==> config.mk <==
export PLATFORM = sky130hd
export DESIGN_NAME = pdp_queue
export DESIGN_NICKNAME = d
export VERILOG_FILES = /design/src/rtl/core/pdp_pkg.sv /design/src/rtl/core/pdp_queue.sv
export SDC_FILE = /design/constraint.sdc
export NUM_CORES = 1
export LEC_CHECK = 0
export BUFFER_PORTS_ARGS = -buffer_cell sky130_fd_sc_hd__buf_4
export CAP_MARGIN = 20
export CORE_MARGIN = 8
export CORE_UTILIZATION = 44
export DETAILED_ROUTE_END_ITERATION = 16
export PLACE_DENSITY = 0.73
export SLEW_MARGIN = 10
export SYNTH_ARGS = -nofsm -noshare
export SYNTH_HDL_FRONTEND = slang
export SYNTH_SLANG_ARGS = --single-unit
==> constraint.sdc <==
create_clock -name clk -period 7.6 [get_ports clk]
set_input_delay 0 -clock clk [delete_from_list [all_inputs] [get_ports clk]]
set_output_delay 0 -clock clk [all_outputs]
set_load 0.01 [all_outputs]
==> src/rtl/core/pdp_pkg.sv <==
// Package for the panel dipole potential block.
// Widths, job and state types, and the CORDIC angle table.
// No dependencies.
package pdp_pkg;

  localparam int COORD_W   = 32;
  localparam int R_W       = COORD_W - 1;
  localparam int PROD_W    = 2 * COORD_W;
  localparam int WIDE_W    = 100;
  localparam int NORM_BITS = 30;
  localparam int CSTEPS    = 28;
  localparam int CW        = 34;
  localparam int ZW        = 33;
  localparam int ANG_Q     = 30;
  localparam int OUT_FRAC  = 16;
  localparam int PHI_W     = 24;
  localparam int CNT_W     = 4;
  localparam int NODE_MIN  = 3;
  localparam int NODE_MAX  = 8;
  localparam int NODE_RST  = 4;
  localparam int QDEPTH    = 4;
  localparam int QPTR_W    = 2;
  localparam int SER_STEPS = 32;
  localparam logic [31:0] HALF_PI_Q30 = 32'd1686629713;

  typedef struct packed {
    logic [R_W-1:0]            r;
    logic signed [COORD_W-1:0] dx;
    logic signed [COORD_W-1:0] dy;
    logic signed [COORD_W-1:0] dz;
  } node_t;

  typedef struct packed {
    node_t                     node;
    logic signed [COORD_W-1:0] dxi;
    logic signed [COORD_W-1:0] deta;
    logic                      neg;
    logic                      last;
  } job_t;

  typedef enum logic {F_IDLE, F_EMIT} front_state_t;

  typedef enum logic [2:0] {
    B_IDLE, B_PROD, B_SER, B_DIFF, B_SIGN, B_NORM, B_CORD, B_ACC
  } back_state_t;

  typedef enum logic [1:0] {J_PREV, J_CUR_PREV, J_CUR, J_FIRST} job_sel_t;

  function automatic logic [31:0] cordic_atan(input logic [4:0] k);
    logic [31:0] v;
    case (k)
      5'd0:  v = 32'd843314857;
      5'd1:  v = 32'd497837829;
      5'd2:  v = 32'd263043837;
      5'd3:  v = 32'd133525159;
      5'd4:  v = 32'd67021687;
      5'd5:  v = 32'd33543516;
      5'd6:  v = 32'd16775851;
      5'd7:  v = 32'd8388437;
      5'd8:  v = 32'd4194283;
      5'd9:  v = 32'd2097149;
      5'd10: v = 32'd1048576;
      5'd11: v = 32'd524288;
      5'd12: v = 32'd262144;
      5'd13: v = 32'd131072;
      5'd14: v = 32'd65536;
      5'd15: v = 32'd32768;
      5'd16: v = 32'd16384;
      5'd17: v = 32'd8192;
      5'd18: v = 32'd4096;
      5'd19: v = 32'd2048;
      5'd20: v = 32'd1024;
      5'd21: v = 32'd512;
      5'd22: v = 32'd256;
      5'd23: v = 32'd128;
      5'd24: v = 32'd64;
      5'd25: v = 32'd32;
      5'd26: v = 32'd16;
      5'd27: v = 32'd8;
      default: v = 32'd0;
    endcase
    return v;
  endfunction

endpackage

==> src/rtl/core/pdp_queue.sv <==
// Short job queue between front and back end.
// Depends on pdp_pkg.
module pdp_queue (
  input  logic          clk,
  input  logic          rst,
  input  pdp_pkg::job_t push_job,
  input  logic          push_valid,
  output logic          push_ready,
  output pdp_pkg::job_t pop_job,
  output logic          pop_valid,
  input  logic          pop_ready
);
  import pdp_pkg::*;

  job_t              mem [QDEPTH];
  logic [QPTR_W-1:0] wr_ptr, rd_ptr;
  logic [QPTR_W:0]   count;
  logic              push, pop;

  assign push_ready = count != (QPTR_W+1)'(QDEPTH);
  assign pop_valid  = count != '0;
  assign pop_job    = mem[rd_ptr];
  assign push       = push_valid && push_ready;
  assign pop        = pop_valid && pop_ready;

  always_ff @(posedge clk) begin
    if (rst) begin
      wr_ptr <= '0;
      rd_ptr <= '0;
      count  <= '0;
    end else begin
      if (push) wr_ptr <= wr_ptr + 1'b1;
      if (pop) rd_ptr <= rd_ptr + 1'b1;
      if (push && !pop) count <= count + 1'b1;
      else if (pop && !push) count <= count - 1'b1;
    end
  end

  always_ff @(posedge clk) begin
    if (push) mem[wr_ptr] <= push_job;
  end

  a_count_bound: assert property (@(posedge clk) disable iff (rst)
    count <= (QPTR_W+1)'(QDEPTH))
    else $error("queue count beyond depth");
  a_pop_empty: assert property (@(posedge clk) disable iff (rst)
    (count == '0) |-> !pop)
    else $error("pop from empty queue");
  a_push_full: assert property (@(posedge clk) disable iff (rst)
    (count == (QPTR_W+1)'(QDEPTH) && !pop) |=> (count == (QPTR_W+1)'(QDEPTH)))
    else $error("full queue lost an entry");

endmodule

==> flow_summary.yaml <==
timing:
  setup_viol: 0
  max_clock_freq_mhz: 290
  setup_tns_ns: 0
  slew_viol_final: 0
  worst_pin_slew_ns: 0.980
  slew_headroom_pct: 34.7
  finalCritPeriodShare_pct: 45.3
  rsz0062_at_grt: "false"
  hold_viol: 0
  finClkSkew_ns: 0.0159
  period_minus_slack_ns: 3.44
synth:
  synth.area.top_cells: "edfxtp_1 81%, mux4_2 12%, mux4_1 3.9%, dfxtp_1 0.63%, buf_12 0.49%"
  ys_ff_latch: 781
  synthFlopType: "edfxtp_1"
  synth.cell_area_sq_um: 28600
  ys_seq_area_share_pct: 81.8
  ys_types: 26
  synth.top_cell.area_share_pct: 81.2
  yosysMostFrequentCell: "edfxtp_1"
  syn_nets: 1259
  synth_edf_count: 772
  syn_avg_cell_area_sq_um: 27.0
  synth_cells: 1056
  synth_top_area_cell: "edfxtp_1"
  synth_common_cells: "772 x edfxtp_1, 151 x mux4_2, 42 x mux4_1"
  synth_warnings: 0
  synth-async-reset-ratio_pct: 0
setup_path:
  crit_chain: "buf_4, buf_4, mux4_2, buf_4"
  end_kind: "primary output"
  reg2reg_slack_ns: 4.60
  rr_startpoint: "count[0]"
  worstSetupPathType: "register to primary output"
  cp.required_ns: 7.60
  cp-start-kind: "register"
  ff2ff_path_depth: 4
  cpPeakStageDelay_ns: 0.78
  cp_slowest_cell: "buf_4"
  arrival_ns: 3.44
  cpMostUsedCell: "buf_4"
  r2r-end: "mem[1][80]"
  cp_max_fo: 58
grt:
  grt_pass1_vias: 14700
  grt_max_degree: 123
  grt_overflow: 0
  antenna_found_initial: 3
  grt_util_all_layers_pct: 15.9
  grt_pass1_wl_microns: 90300
placement:
  dpl.hpwl_microns: 34900
  gp_congestion: 0.717
  port_buffers: 391
worst_hold_path:
  hold_depth: 2
  min_from: "push_job[22]"
  min_to: "mem[3][22]"
  hp-class: "primary input to register"
clock_network:
  cts_max_level: 3
  post_cts_buffers: 0
  clkLatencyLatePin_ns: 0.62
  cts_tree: "built"
  clkTransAtPathRegs_ns: 0.06
  root_buffer: "clkbuf_16"
  cts.sinks: 781
  numCtsBuffers: 80
  cts_max_path_buffers: 3
drt:
  final_antenna_net_count: 0
  drc: 0
  first_iter_violations: 810
  vias_per_cell: 5.18
  drt-pass1-iter-count: 5
  drt_wl_total_microns: 59600
  num_vias: 13600
  wire_per_inst_microns: 22.8
power_and_ir_drop:
  p_leak_nw: 12.5
  p_total_mw: 12.1
  p_per_area_nw_per_um2: 328
  ir_drop_uv: 311
floorplan:
  coreArea_sq_um: 64300
  std_cell_rows: 93
  die_h_microns: 271
  die_area_sq_um: 73300
  start_util_pct: 44.4
  die_w_microns: 271
  ioPinCount: 392
flow_run:
  maxCapViolCount: 0
cells_and_area:
  drive_gt1_share_pct: 38.0
  synthToLayoutAreaGrowth_pct: 29.1
  fin_nets: 1899
status:
  status: "completed"
[critical path, delay by kind of cell, from the launching register on]
family / cells / cell delay, ns
buffers and inverters: 3 / 1.53
DFF: 1 / 0.75
muxes: 1 / 0.45
[cell families after synthesis]
family / Yosys count / share of synthesized area [%]
DFF: 781 / 81.8
buffers and inverters: 47 / 1.45
muxes: 196 / 15.9
and+or+nand+nor: 17 / 0.294
AOI/OAI and AO/OA: 5 / 0.131
adders and majority gates: 6 / 0.289
xor gates and xnor gates: 4 / 0.123
[metrics by stage]
stage / setup WS [ns] / hold slack, ns / instance area [sq um] / util, % / cells
2_1_floorplan: 1.82 / 0.0989 / 28600 / - / 1056
3_3_place_gp: 4.61 / 0.198 / 32300 / 50.3 / 2272
3_5_place_dp: 4.54 / 0.203 / 32300 / 50.3 / 2272
4_1_cts: 4.04 / 0.0689 / 36900 / 57.3 / 2615
5_1_grt: 3.99 / 0.0885 / 36900 / 57.3 / 2616
6_report: 4.16 / 0.129 / 36900 / 57.3 / 2619
[worst max-delay path by stage]
stage	startpoint	to	slack [ns]
6_report	register	pop_job[97]	4.16
5_1_grt	register	pop_job[97]	3.99
4_1_cts	register	pop_job[97]	4.04
3_5_place_dp	count[0]	mem[1][24]	4.54
3_3_place_gp	count[0]	mem[1][72]	4.61
2_1_floorplan	count[0]	mem[0][0]	1.82
[layout by cell type (no fill, tap or decap)]
cell,Yosys,routed
edfxtp_1,772,772
clkinv_2,0,6
mux2i_1,2,2
or3_1,2,2
mux2_2,1,1
clkinvlp_4,0,4
mux4_2,151,151
inv_8,0,1
buf_4,0,400
dfxtp_1,9,7
o21ai_0,1,1
mux4_1,42,42
buf_12,7,5
diode_2,0,4
o311ai_0,1,1
a21oi_1,1,1
ha_1,5,5
clkinv_16,0,2
fa_1,1,1
o31ai_1,1,1
clkbuf_1,2,19
dlygate4sd3_1,0,197
inv_1,3,3
clkinv_1,0,22
inv_16,0,2
xor2_1,4,4
clkbuf_16,0,80
nand2b_1,2,2
bufinv_16,0,6
and2_4,0,4
dfxtp_4,0,2
clkinv_4,0,1
nor2_1,8,8
nand2_1,1,1
clkinv_8,0,1
a21boi_2,1,1
inv_6,0,2
[per-layer routing]
metal  up-vias  wire length (microns)  share of wire [%]  track usage (%)
li1       5931                      -                  -                -
met1      7058                  23500                 39             19.8
met2       471                  30600                 51             27.2
met3        96                   4150                7.0             4.45
met4         0                   1380                2.3             4.65
met5         -                      0                  0                0
[repair_timing]
item,4_1_cts,5_1_grt
hold buffers,197,0
gates resized for setup,0,0
hold endpoints to repair,781,0
[flip-flops by register name, indices dropped and copies added, names as in the netlist, named ones only]
name    count
wr_ptr      2
mem       772
count       3
rd_ptr      2
[area by class of cell]
cell class | count | area, sq um
Fill cell | 4487 | 27500
Sequential cell | 781 | 23400
Timing Repair Buffer | 602 | 5070
Multi-Input combinational cell | 228 | 4780
Clock buffer | 99 | 2070
Tap cell | 855 | 1070
Clock inverter | 47 | 477
Inverter | 3 | 11.3
Antenna cell | 4 | 10.0
[power breakdown]
| group | internal [mW] | leakage (nW) | switching [mW] |
|---|---|---|---|
| clock | 2.17 | 1.22 | 1.58 |
| sequential | 5.23 | 7.15 | 0.176 |
| combinational | 1.53 | 4.09 | 1.40 |
| total | 8.93 | 12.5 | 3.16 |
No activity file was read; power rests on OpenSTA's default activity.
