<file path="src/rtl/core/pdp_pkg.sv">
// Package for the panel dipole potential block.
// Widths, job and state types, and the CORDIC angle table.
// No dependencies.
package pdp_pkg;

  localparam int COORD_W   = 32;
  localparam int R_W       = COORD_W - 1;
  localparam int PROD_W    = 2 * COORD_W;
  localparam int WIDE_W    = 100;
  localparam int NORM_BITS = 30;
  localparam int CSTEPS    = 28;
  localparam int CW        = 34;
  localparam int ZW        = 33;
  localparam int ANG_Q     = 30;
  localparam int OUT_FRAC  = 16;
  localparam int PHI_W     = 24;
  localparam int CNT_W     = 4;
  localparam int NODE_MIN  = 3;
  localparam int NODE_MAX  = 8;
  localparam int NODE_RST  = 4;
  localparam int QDEPTH    = 4;
  localparam int QPTR_W    = 2;
  localparam int SER_STEPS = 32;
  localparam logic [31:0] HALF_PI_Q30 = 32'd1686629713;

  typedef struct packed {
    logic [R_W-1:0]            r;
    logic signed [COORD_W-1:0] dx;
    logic signed [COORD_W-1:0] dy;
    logic signed [COORD_W-1:0] dz;
  } node_t;

  typedef struct packed {
    node_t                     node;
    logic signed [COORD_W-1:0] dxi;
    logic signed [COORD_W-1:0] deta;
    logic                      neg;
    logic                      last;
  } job_t;

  typedef enum logic {F_IDLE, F_EMIT} front_state_t;

  typedef enum logic [2:0] {
    B_IDLE, B_PROD, B_SER, B_DIFF, B_SIGN, B_NORM, B_CORD, B_ACC
  } back_state_t;

  typedef enum logic [1:0] {J_PREV, J_CUR_PREV, J_CUR, J_FIRST} job_sel_t;

  function automatic logic [31:0] cordic_atan(input logic [4:0] k);
    logic [31:0] v;
    case (k)
      5'd0:  v = 32'd843314857;
      5'd1:  v = 32'd497837829;
      5'd2:  v = 32'd263043837;
      5'd3:  v = 32'd133525159;
      5'd4:  v = 32'd67021687;
      5'd5:  v = 32'd33543516;
      5'd6:  v = 32'd16775851;
      5'd7:  v = 32'd8388437;
      5'd8:  v = 32'd4194283;
      5'd9:  v = 32'd2097149;
      5'd10: v = 32'd1048576;
      5'd11: v = 32'd524288;
      5'd12: v = 32'd262144;
      5'd13: v = 32'd131072;
      5'd14: v = 32'd65536;
      5'd15: v = 32'd32768;
      5'd16: v = 32'd16384;
      5'd17: v = 32'd8192;
      5'd18: v = 32'd4096;
      5'd19: v = 32'd2048;
      5'd20: v = 32'd1024;
      5'd21: v = 32'd512;
      5'd22: v = 32'd256;
      5'd23: v = 32'd128;
      5'd24: v = 32'd64;
      5'd25: v = 32'd32;
      5'd26: v = 32'd16;
      5'd27: v = 32'd8;
      default: v = 32'd0;
    endcase
    return v;
  endfunction

endpackage

</file>
<file path="src/rtl/core/pdp_if.sv">
// Channel interfaces of the panel dipole potential block.
// Depends on pdp_pkg.
interface pdp_node_if;
  import pdp_pkg::*;
  logic                      valid;
  logic                      ready;
  logic [R_W-1:0]            node_distance;
  logic signed [COORD_W-1:0] offset_x;
  logic signed [COORD_W-1:0] offset_y;
  logic signed [COORD_W-1:0] offset_z;
  logic signed [COORD_W-1:0] edge_dxi;
  logic signed [COORD_W-1:0] edge_deta;
  modport source(output valid, node_distance, offset_x, offset_y, offset_z,
                 edge_dxi, edge_deta, input ready);
  modport sink(input valid, node_distance, offset_x, offset_y, offset_z,
               edge_dxi, edge_deta, output ready);
endinterface


</file>
<file path="src/rtl/core/pdp_front.sv">
// Front end: accepts panel nodes, keeps first and previous node,
// and issues edge angle jobs. Depends on pdp_pkg and pdp_if.
module pdp_front (
  input  logic                         clk,
  input  logic                         rst,
  pdp_node_if.sink                     node_in,
  input  logic [pdp_pkg::CNT_W-1:0]    node_count,
  output pdp_pkg::job_t                job,
  output logic                         job_valid,
  input  logic                         job_ready
);
  import pdp_pkg::*;

  front_state_t              state, state_next;
  logic [CNT_W-1:0]          node_index;
  node_t                     first, prev_node, cur;
  logic signed [COORD_W-1:0] prev_dxi, prev_deta, cur_dxi, cur_deta;
  job_sel_t                  jsel;
  job_sel_t                  jend;
  logic [CNT_W-1:0]          n_eff;
  logic                      closing;
  logic                      accept;
  logic                      emit_done;

  always_comb begin
    if (node_count < CNT_W'(NODE_MIN)) n_eff = CNT_W'(NODE_MIN);
    else if (node_count > CNT_W'(NODE_MAX)) n_eff = CNT_W'(NODE_MAX);
    else n_eff = node_count;
  end

  assign closing   = ({1'b0, node_index} + 5'd1) >= {1'b0, n_eff};
  assign accept    = node_in.valid && node_in.ready;
  assign emit_done = job_valid && job_ready && (jsel == jend);

  always_comb begin
    state_next = state;
    unique case (state)
      F_IDLE: if (accept && (node_index != '0)) state_next = F_EMIT;
      F_EMIT: if (emit_done) state_next = F_IDLE;
      default: state_next = F_IDLE;
    endcase
  end

  always_comb begin
    node_in.ready = 1'b0;
    job_valid     = 1'b0;
    unique case (state)
      F_IDLE: node_in.ready = 1'b1;
      F_EMIT: job_valid = 1'b1;
      default: ;
    endcase
  end

  always_comb begin
    job.neg  = 1'b0;
    job.last = 1'b0;
    job.node = cur;
    job.dxi  = prev_dxi;
    job.deta = prev_deta;
    case (jsel)
      J_PREV:     job.node = prev_node;
      J_CUR_PREV: job.neg = 1'b1;
      J_CUR: begin
        job.dxi  = cur_dxi;
        job.deta = cur_deta;
      end
      J_FIRST: begin
        job.node = first;
        job.dxi  = cur_dxi;
        job.deta = cur_deta;
        job.neg  = 1'b1;
        job.last = 1'b1;
      end
      default: ;
    endcase
  end

  always_ff @(posedge clk) begin
    if (rst) begin
      state      <= F_IDLE;
      node_index <= '0;
      jsel       <= J_PREV;
      jend       <= J_CUR_PREV;
    end else begin
      state <= state_next;
      if (accept) begin
        node_index <= closing ? '0 : node_index + 1'b1;
        jsel       <= J_PREV;
        jend       <= closing ? J_FIRST : J_CUR_PREV;
      end else if (job_valid && job_ready && !emit_done) begin
        jsel <= job_sel_t'(jsel + 2'd1);
      end
    end
  end

  always_ff @(posedge clk) begin
    if (accept) begin
      cur.r    <= node_in.node_distance;
      cur.dx   <= node_in.offset_x;
      cur.dy   <= node_in.offset_y;
      cur.dz   <= node_in.offset_z;
      cur_dxi  <= node_in.edge_dxi;
      cur_deta <= node_in.edge_deta;
      if (node_index == '0) begin
        first.r      <= node_in.node_distance;
        first.dx     <= node_in.offset_x;
        first.dy     <= node_in.offset_y;
        first.dz     <= node_in.offset_z;
        prev_node.r  <= node_in.node_distance;
        prev_node.dx <= node_in.offset_x;
        prev_node.dy <= node_in.offset_y;
        prev_node.dz <= node_in.offset_z;
        prev_dxi     <= node_in.edge_dxi;
        prev_deta    <= node_in.edge_deta;
      end
    end else if (emit_done) begin
      prev_node <= cur;
      prev_dxi  <= cur_dxi;
      prev_deta <= cur_deta;
    end
  end

endmodule

</file>
<file path="src/flat_wrapper.sv">
// flat-port wrapper written by rule: the top's interface ports become plain ports
module pdp_front_flat import pdp_pkg::*;
  (clk, rst, node_count, job, job_valid, job_ready, node_in_valid, node_in_node_distance, node_in_offset_x, node_in_offset_y, node_in_offset_z, node_in_edge_dxi, node_in_edge_deta, node_in_ready);
  pdp_node_if node_in_i ();
  input  logic clk;
  input  logic rst;
  input  logic [pdp_pkg::CNT_W-1:0] node_count;
  output pdp_pkg::job_t job;
  output logic job_valid;
  input  logic job_ready;
  input wire logic [$bits(node_in_i.valid)-1:0] node_in_valid;
  input wire logic [$bits(node_in_i.node_distance)-1:0] node_in_node_distance;
  input wire logic [$bits(node_in_i.offset_x)-1:0] node_in_offset_x;
  input wire logic [$bits(node_in_i.offset_y)-1:0] node_in_offset_y;
  input wire logic [$bits(node_in_i.offset_z)-1:0] node_in_offset_z;
  input wire logic [$bits(node_in_i.edge_dxi)-1:0] node_in_edge_dxi;
  input wire logic [$bits(node_in_i.edge_deta)-1:0] node_in_edge_deta;
  output wire logic [$bits(node_in_i.ready)-1:0] node_in_ready;
  assign node_in_i.valid = node_in_valid;
  assign node_in_i.node_distance = node_in_node_distance;
  assign node_in_i.offset_x = node_in_offset_x;
  assign node_in_i.offset_y = node_in_offset_y;
  assign node_in_i.offset_z = node_in_offset_z;
  assign node_in_i.edge_dxi = node_in_edge_dxi;
  assign node_in_i.edge_deta = node_in_edge_deta;
  assign node_in_ready = node_in_i.ready;
  pdp_front u_core (.clk(clk), .rst(rst), .node_in(node_in_i), .node_count(node_count), .job(job), .job_valid(job_valid), .job_ready(job_ready));
endmodule
</file>
<file path="config.mk">
export PLATFORM = sky130hd
export DESIGN_NAME = pdp_front_flat
export DESIGN_NICKNAME = d
export VERILOG_FILES = /design/src/rtl/core/pdp_pkg.sv /design/src/rtl/core/pdp_if.sv /design/src/rtl/core/pdp_front.sv /design/src/flat_wrapper.sv
export SDC_FILE = /design/constraint.sdc
export NUM_CORES = 1
export LEC_CHECK = 0
export BUFFER_PORTS_ARGS = -buffer_cell sky130_fd_sc_hd__buf_2
export CAP_MARGIN = 20
export CORE_AREA = 2 2 192 194
export CTS_CLUSTER_SIZE = 28
export DETAILED_ROUTE_END_ITERATION = 8
export DIE_AREA = 0 0 194 196
export PLACE_DENSITY = 0.82
export SLEW_MARGIN = 30
export SYNTH_ARGS = -nofsm -noshare
export SYNTH_HDL_FRONTEND = slang
export SYNTH_SLANG_ARGS = --single-unit
</file>
<file path="constraint.sdc">
create_clock -name clk -period 15.9 [get_ports clk]
set_input_delay 0.795 -clock clk [delete_from_list [all_inputs] [get_ports clk]]
set_output_delay 0.795 -clock clk [all_outputs]
set_load 0.1 [all_outputs]
</file>
==> out/qor.txt <==
Slew of the pin with the lowest slew margin - 1.08 ns
Reg2Reg Depth - 6
Clock Skews - 0.0148 ns
Number of global-route vias before repair - 14282
CTS buffer count - 50
Height of the die - 196 um
Status - finished, final reports clean
Postcts setup bufs - 0
Ys Warns - 0
Fin crit share - 28.6%
Grt ovf - 0
Ports - 394
R2R Path Start - u_core.node_index[0]
Pleak - 10.3 nW
Compound-gate portion of the synthesized area - 8.18%
Port buffer count - 393
Share of layout cells above drive strength 1 - 25.7%
Post-DP HPWL - 29.6 mm
Largest family of logic cells by synthesized area - simple AND/OR/NAND/NOR gates
DIE AREA - 38000 um2
Mapped Nets - 1909
IR drop worst, VDD - 0.144 mV
F_max - 220 MHz
Worst hold path class - in -> reg
RR Endpoint - u_core.prev_node[58]
RSZ-0062 raised after global routing - no
DRT Pass-1 Iters - 5
# rows - 70
Initial core utilization - 59.1%
Max-cap viol count - 0
Post-Syn Instances - 1700
R2R Setup Slk - 12.22 ns
Sequential-to-total area share from yosys stat - 72.4%
Worst EP arrival - 3.76 ns
Final setup vio count - 0
CTS tree - done
Largest net degree at the start of global routing - 199
Most common cell after layout, fill and taps aside - nand2_1
Max Transition Viols Final - 0
Post-CTS Hold Buffers - 0
Post-CTS sizing - 0
Power Dens Cells - 159 nW/um2
Slew HR - 28.3%
Final setup TNS - 0 ns
Die W - 194 um
Worst skew pair latency - 0.58 ns
Vias per Instance - 5.63
Layout area overhead - 17.6%
Asr flop ratio synth - 0%
FF+latch count, synth - 517
Min-Delay Startpoint - node_in_edge_deta[21]
Drt wl/cell - 19.4 um
Post-synth EDFFs - 509
Synth unique cells - 36
First-pass GRT wire length - 76.7 mm
CP max FO - 66
Post-Synth XOR/XNOR Area - 0.123%
Final WL - 49.9 mm
Core Area - 36100 um2
Initial DRC count - 1193
Simple-Gate Fraction of Synth Area - 12.8%
Remaining DRCs - 0
Commonest non-fill, non-tap cells in the layout - nand2_1, edfxtp_1, buf_2
Worst Setup Start Kind - flip-flop
Post-route ant nets - 0
WHS Path Cells - 1
WHS Endpoint - u_core.cur_deta[21]
Max Buffers Root-to-Sink - 3
Vias post-DR - 14456
Nets@finish - 2262
Hold Fails Final Rpt - 0
Min Clock Period, post-route - 4.55 ns
CTS clk-pin slew, worst paths - 0.06 ns
Post-synthesis mux area share - 3.38%
# H-tree levels - 2
Total Routing Usage GR - 25.7%
Main flop type after synthesis - edfxtp_1
Routability cong. - 0.778
Antenna violations before repair - 15
Worst path required time - 15.11 ns
Min Hold Slack - 0.410 ns
Synth Area per Inst - 12.5 um2
Post-Synth Adder-Cell Area - 0.587%
Crit path kind - reg -> out
Worst setup EP type - output port
Post-Syn Area - 21300 um2
Clk sinks - 517
Root Driver - clkbuf_16
==> flip-flops by register name, summed over array words and instances (netlist names) <==
name and count:
u_core.prev_deta 32, u_core.prev_node 127, u_core.cur_deta 32, u_core.cur_dxi 32, u_core.prev_dxi 32, u_core.cur 127, u_core.state 1, u_core.first 127
u_core.jend 1, u_core.jsel 2, u_core.node_index 4
==> synth_stat cells (all sizes together), types with 2 or more instances <==
master | count | area, um2
a21oi | 3 | 15.0
a22oi | 127 | 953
a31oi | 2 | 12.5
a41o | 4 | 40.0
and3 | 3 | 18.8
buf | 58 | 323
clkbuf | 47 | 176
dfxtp | 8 | 160
edfxtp | 509 | 15300
ha | 10 | 125
inv | 10 | 37.5
mux2 | 64 | 721
nand2 | 704 | 2640
nand3 | 2 | 10.0
nor2 | 2 | 10.0
nor3 | 2 | 10.0
o21a | 2 | 15.0
o21ai | 129 | 646
o22ai | 2 | 12.5
xnor2 | 2 | 17.5
==> area by class of cell <==
type | count | area [um2]
fill | 2530 | 11000
tap | 468 | 586
antenna | 14 | 35.0
timing repair buffer | 406 | 2080
clock inverter | 24 | 171
clock buffer | 61 | 1310
sequential | 517 | 15400
inverter | 10 | 50.0
multi-input combinational | 1068 | 5400
==> worst max-delay path: stages, from the launching register on <==
cell and delay (ns):
dfxtp_1 0.49, ha_4 0.78, buf_4 0.77, a22oi_1 0.20, o21ai_0 0.35, buf_2 0.50
==> power breakdown <==
part           internal (mW)  switching [mW]  leakage, nW
Combinational          0.166           0.957         4.59
Clock                  0.616           0.480        0.718
Sequential              1.72          0.0528         4.98
Total                   2.50            1.49         10.3
==> cells by family (layout without fill, tap and decap cells) <==
group,after synthesis,in the layout
AND/OR/NAND/NOR,718,718
flip-flops,517,517
AO/OA/AOI/OAI,273,273
buffers and inverters,115,501
multiplexers,64,64
adder cells (fa/ha/maj),10,10
XOR/XNOR,3,3
other,0,14
==> through the flow <==
stage	setup slack, ns	total power [mW]	instance area, um2	cells	utilization, %
5_1_grt	11.19	4.12	25100	2562	69.5
3_5_place_dp	11.99	2.92	23600	2469	65.3
3_3_place_gp	11.67	2.90	23600	2469	65.3
4_1_cts	11.34	4.01	25000	2554	69.4
2_1_floorplan	4.54	2.73	21300	1700	-
6_report	11.35	3.99	25100	2568	69.5
==> layer usage <==
layer	up-vias	global-route usage, %	wire length (um)
li1	6785	-	-
met1	6962	32.0	19000
met2	589	43.3	24900
met3	108	6.86	4340
met4	12	9.68	1630
met5	-	0	81
==> worst max-delay path by stage <==
stage / from / end / slack (ns) / cells past startpoint
final: u_core.jsel[0] / job[71] / 11.35 / 5
after global routing: u_core.jsel[0] / job[153] / 11.19 / 6
after detailed placement: u_core.jsel[0] / job[71] / 11.99 / 5
after floorplan: u_core.state / u_core.prev_deta[0] / 4.54 / 2
after CTS: u_core.jsel[0] / job[102] / 11.34 / 6
after global placement: node_in_valid / u_core.cur[51] / 11.67 / 5
No activity file was read; power rests on OpenSTA's default activity.
